==> config.mk <==
export PLATFORM = sky130hd
export DESIGN_NAME = bia_chunk_alu
export DESIGN_NICKNAME = d
export VERILOG_FILES = /design/src/hw/rtl/bitmap_id_allocator_assert.svh /design/src/hw/rtl/bia_pkg.sv /design/src/hw/rtl/bia_chunk_alu.sv
export SDC_FILE = /design/constraint.sdc
export NUM_CORES = 1
export LEC_CHECK = 0
export BUFFER_PORTS_ARGS = -buffer_cell sky130_fd_sc_hd__buf_4
export CAP_MARGIN = 10
export CORE_UTILIZATION = 40
export DETAILED_ROUTE_END_ITERATION = 7
export GPL_TIMING_DRIVEN = 0
export PLACE_DENSITY = 0.76
export SYNTH_ARGS = -nofsm -noshare
export SYNTH_HDL_FRONTEND = slang
export SYNTH_SLANG_ARGS = --single-unit
==> constraint.sdc <==
create_clock -name vclk -period 10.35
set_clock_uncertainty 0.05 [all_clocks]
set_input_delay 1.5525 -clock vclk [all_inputs]
set_output_delay 1.5525 -clock vclk [all_outputs]
set_load 0.02 [all_outputs]
==> src/hw/rtl/bitmap_id_allocator_assert.svh <==
`ifndef BITMAP_ID_ALLOCATOR_ASSERT_SVH
`define BITMAP_ID_ALLOCATOR_ASSERT_SVH

// Same-cycle implication on clk, off while arst_n is low.
`define BIA_ASSERT_SAME(label, ante, cons, msg) \
	label: assert property (@(posedge clk) disable iff (!arst_n) (ante) |-> (cons)) \
		else $error(msg);

// Next-cycle implication on clk, off while arst_n is low.
`define BIA_ASSERT_NEXT(label, ante, cons, msg) \
	label: assert property (@(posedge clk) disable iff (!arst_n) (ante) |=> (cons)) \
		else $error(msg);

`endif

==> src/hw/rtl/bia_pkg.sv <==
`timescale 1ns / 1ps

package bia_pkg;

	// default geometry: 64 chunk words of 64 ids
	localparam int CHUNK_BITS_DEF = 64;
	localparam int NUM_CHUNKS_DEF = 64;

	// field widths
	localparam int MODE_W     = 3;
	localparam int ID_W       = 12;
	localparam int END_W      = 13;
	localparam int CNT_W      = 13;
	localparam int IN_DATA_W  = 32;
	localparam int OUT_DATA_W = 56;

	typedef enum logic [2:0] {
		MODE_ISSUE  = 3'd0,
		MODE_ADD    = 3'd1,
		MODE_REMOVE = 3'd2,
		MODE_GET    = 3'd3,
		MODE_ALLOC  = 3'd4,
		MODE_TRIM   = 3'd5
	} mode_t;

	typedef enum logic [1:0] {
		ST_OK       = 2'd0,
		ST_EMPTY    = 2'd1,
		ST_RANGE    = 2'd2,
		ST_CONFLICT = 2'd3
	} status_t;

	typedef enum logic [1:0] {
		ALU_KEEP  = 2'd0,
		ALU_SET   = 2'd1,
		ALU_CLEAR = 2'd2
	} alu_op_t;

	// chunk unit results back to the sequencer
	typedef struct packed {
		logic [6:0] hits;      // set bits of the old word under the mask
		logic       nonzero;   // new word has a set bit
		logic [5:0] low_zero;  // index of the lowest set bit of the old word
	} alu_flags_t;

	// popcount: per byte, then over the bytes
	function automatic logic [6:0] ones64(input logic [63:0] v);
		logic [3:0] part [8];
		logic [6:0] sum;
		sum = '0;
		for (int b = 0; b < 8; b++) begin
			part[b] = '0;
			for (int i = 0; i < 8; i++) begin
				part[b] = part[b] + 4'(v[b*8+i]);
			end
		end
		for (int b = 0; b < 8; b++) begin
			sum = sum + 7'(part[b]);
		end
		return sum;
	endfunction

	// lowest set bit: first nonzero byte, then the bit inside it
	function automatic logic [5:0] first64(input logic [63:0] v);
		logic [2:0] byte_sel;
		logic [7:0] sel_bits;
		logic [2:0] bit_sel;
		byte_sel = '0;
		for (int b = 7; b >= 0; b--) begin
			if (v[b*8 +: 8] != 8'h00) byte_sel = 3'(b);
		end
		sel_bits = v[byte_sel*8 +: 8];
		bit_sel = '0;
		for (int i = 7; i >= 0; i--) begin
			if (sel_bits[i]) bit_sel = 3'(i);
		end
		return {byte_sel, bit_sel};
	endfunction

endpackage

==> src/hw/rtl/bia_chunk_alu.sv <==
`timescale 1ns / 1ps

module bia_chunk_alu
	import bia_pkg::*;
#(
	parameter int CHUNK_BITS = CHUNK_BITS_DEF,
	localparam int OFF_W = $clog2(CHUNK_BITS),
	localparam int LW = OFF_W + 1
) (
	input  logic [CHUNK_BITS-1:0] word,
	input  logic [LW-1:0]         lo,
	input  logic [LW-1:0]         hi,
	input  alu_op_t               op,
	output logic [CHUNK_BITS-1:0] new_word,
	output alu_flags_t            flags
);

	logic [CHUNK_BITS-1:0] mask;

	// bits [lo, hi) of the chunk
	always_comb begin
		for (int i = 0; i < CHUNK_BITS; i++) begin
			mask[i] = (LW'(i) >= lo) && (LW'(i) < hi);
		end
	end

	// set or clear under the mask
	always_comb begin
		unique case (op)
			ALU_SET:   new_word = word | mask;
			ALU_CLEAR: new_word = word & ~mask;
			ALU_KEEP:  new_word = word;
			default:   new_word = word;
		endcase
	end

	assign flags.hits     = ones64(64'(word & mask));
	assign flags.nonzero  = |new_word;
	assign flags.low_zero = first64(64'(word));

endmodule

==> metrics.csv <==
stage,metric,value,unit
drt,antenna_left,0,
global_routing,grt_max_degree,11,
layout,diodes,0,
yosys,yosys_warnings,0,
floorplanning,rows,42,
floorplanning,die_area,14400,µm²
yosys,synth_top_family_by_area,compound AO/OA/AOI/OAI gates,
critical_path,critPathLaunchType,primary input,
yosys,synthDominantCellAreaShare,0.194,
yosys,synth_cells,820,
sta,finalMaxSlewViolations,0,
global_routing,top_usage_layer,met2,
placed_design,io_buffers,153,
placed_design,place_worst_setup_slack,-0.850,ns
yosys,yosys-top-cells-area,"fa_1 (19%), a21oi_1 (7.2%), inv_1 (6.0%)",
global_routing,grt_pass1_vias,7486,
placed_design,numPlacedInstances,1151,
critical_path,worstSetupEndpointType,output port,
yosys,syn-num-nets,971,
layout,fin_util,0.541,
critical_path,cp.buffers_inverters,8,
sta,setup_slack,0.231,ns
drt,first_iter_violations,1236,
floorplanning,initial_utilization,0.415,
yosys,avgSynthCellArea,6.81,µm²
layout,register_area,0,µm²
clock_network,cts_hold_buf,0,
worst_hold_path,hold_class,in -> out,
layout,nFlopsAndLatches,0,
critical_path,crit_required,8.75,ns
floorplanning,ios,158,
drt,wl_per_cell,29.1,µm
sta,final.period_utilization,0.978,
critical_path,path_depth,26,
yosys,synthMuxAreaShare,0.00762,
sta,max_slew_margin,0.253,
layout,nClkBuffers,0,
yosys,synth-simple-area-share,0.286,
sta,setup-violations-final,0,
global_routing,overflow,0,
sta,period_needed,10.12,ns
critical_path,crit_start,hi[6],
yosys,synth_fa_ha_area_frac,0.232,
layout,syn_to_final_growth,30.4,%
placed_design,hpwlAfterDp,27.8,mm
sta,tightest_slew,1.09,ns
global_routing,grt_pass1_wl,48.4,mm
power,power_density,109,nW/µm²
yosys,synth_area,5580,µm²
layout,fin_cells,1153,
layout,final_layout_size_suffix_gt1_frac,0.260,
global_routing,grt_use_total,0.460,
run_status,status,"finished, final reports clean",
global_routing,grt.met2_usage,0.663,
placed_design,gp_congestion,1.10,
yosys,synth_compound_area_frac,0.361,
critical_path,cp_max_fo,10,
job,cap_violations,0,
global_routing,met1_usage,0.623,
critical_path,crit_top_cell,fa_1,
drt,num_vias,8080,
yosys,ys_seq_area_frac,0,
critical_path,crit_arrival,8.52,ns
critical_path,critical_path.top_delay_family,adder cells,
sta,hold_violations,0,
power,peakVddDrop,0.000161,V
critical_path,crit_type,in -> out,
critical_path,endpoint,flags[13],
power,p_leak,3.23,nW
floorplanning,fp.coreArea,13500,µm²
drt,firstDrtPassIters,7,
sta,max_freq,98.8,MHz
critical_path,slowest_delay,0.56,ns
layout,fin_nets,1130,
drt,totalWireLength,33.5,mm
global_routing,grt_use_met3,0.142,
yosys,yosysUniqueCellTypes,81,
drt,drc,0,
floorplanning,die_h,120,µm
floorplanning,die_x,120,µm
critical_path,crit_slowest_cell,fa_1,
drt,viasPerCell,7.01,
global_routing,antenna_found_initial,0,
yosys,synthXorXnorAreaFrac,0.00627,
yosys,yosysTopAreaCell,fa_1,
==> cell type report <==
class / instances / area, µm²
Fill cell: 1382 / 6170
Inverter: 92 / 345
Tap cell: 176 / 220
Timing Repair Buffer: 160 / 1200
Buffer: 55 / 303
Multi-Input combinational cell: 670 / 5210
==> kinds of logic (layout without fill, tap and decap cells) <==
kind of cell | count (synthesis) | after routing
compound gates | 297 | 297
simple gates | 294 | 294
buf+inv | 150 | 307
fa+ha+maj | 71 | 71
xor+xnor | 4 | 4
mux | 4 | 4
==> metrics by stage <==
step / hold WS, ns / area (µm²) / power [mW] / TNS, ns
after floorplan: 3.24 / 5580 / 0.482 / 0
after global placement: 3.47 / 6950 / 0.749 / -3.02
after detailed placement: 3.47 / 6970 / 0.760 / -3.42
after CTS: 3.47 / 7080 / 0.772 / 0
after global routing: 3.50 / 7280 / 0.856 / -0.0179
final: 3.48 / 7280 / 0.793 / 0
==> per-layer routing <==
layer | vias to the layer above | part of all wire
li1 | 3333 | -
met1 | 3796 | 0.37
met2 | 817 | 0.40
met3 | 134 | 0.17
met4 | 0 | 0.061
met5 | - | 0
==> cell usage after synthesis (12+ instances only) <==
cell type	n
nand3_1	14
a211oi_1	14
and2_1	20
nor4_1	23
inv_1	90
a31oi_1	14
o21ai_0	51
or4_1	19
clkbuf_1	37
a2bb2oi_1	16
o21a_1	21
fa_1	54
and3_1	12
nor2_1	60
a21o_1	13
ha_1	17
nor3_1	26
nand2_1	65
a21oi_1	80
==> tightest hold or removal path, delay by kind of cell <==
kind                   cells  cell delay, ns
AOI/OAI and AO/OA          1            0.16
buffers and inverters      2            0.27
==> how the worst min path moves through the flow <==
| stage | slack, ns | end | cells past startpoint | startpoint |
|---|---|---|---|---|
| global route | 3.50 | new_word[11] | 3 | word[11] |
| CTS | 3.47 | new_word[11] | 3 | word[11] |
| global placement | 3.47 | new_word[11] | 3 | word[11] |
| detailed placement | 3.47 | new_word[11] | 3 | word[11] |
| finish | 3.48 | new_word[11] | 3 | word[11] |
| floorplan | 3.24 | new_word[45] | 2 | word[45] |
==> power by group <==
part / leakage [nW] / switching [mW] / total (mW) / internal, mW
sequential: 0 / 0 / 0 / 0
combinational: 3.23 / 0.493 / 0.793 / 0.301
clock: 0 / 0 / 0 / 0
total: 3.23 / 0.493 / 0.793 / 0.301
==> timing repair <==
item,CTS,global route
setup endpoints to repair,6,3
endpoints found under the hold margin,0,0
gates cloned,0,0
buffers inserted,1,4
gates resized for setup,31,67
pin swaps,1,14
==> placed cells by master (no fill, tap or decap), drive strengths merged, types with 8 or more instances in the layout <==
| cell type | instances |
|---|---|
| nand3 | 14 |
| a211oi | 16 |
| a31oi | 14 |
| o22ai | 10 |
| a2111oi | 8 |
| a2bb2oi | 16 |
| ha | 17 |
| o21a | 21 |
| clkbuf | 34 |
| nand2 | 66 |
| o21ai | 54 |
| nor4 | 25 |
| or4 | 20 |
| a21o | 13 |
| and2 | 20 |
| nand4 | 9 |
| nor3 | 26 |
| a221oi | 10 |
| nor2 | 62 |
| buf | 180 |
| and3 | 12 |
| inv | 92 |
| or3 | 11 |
| fa | 54 |
| a21oi | 81 |
No activity file was read; power rests on OpenSTA's default activity.
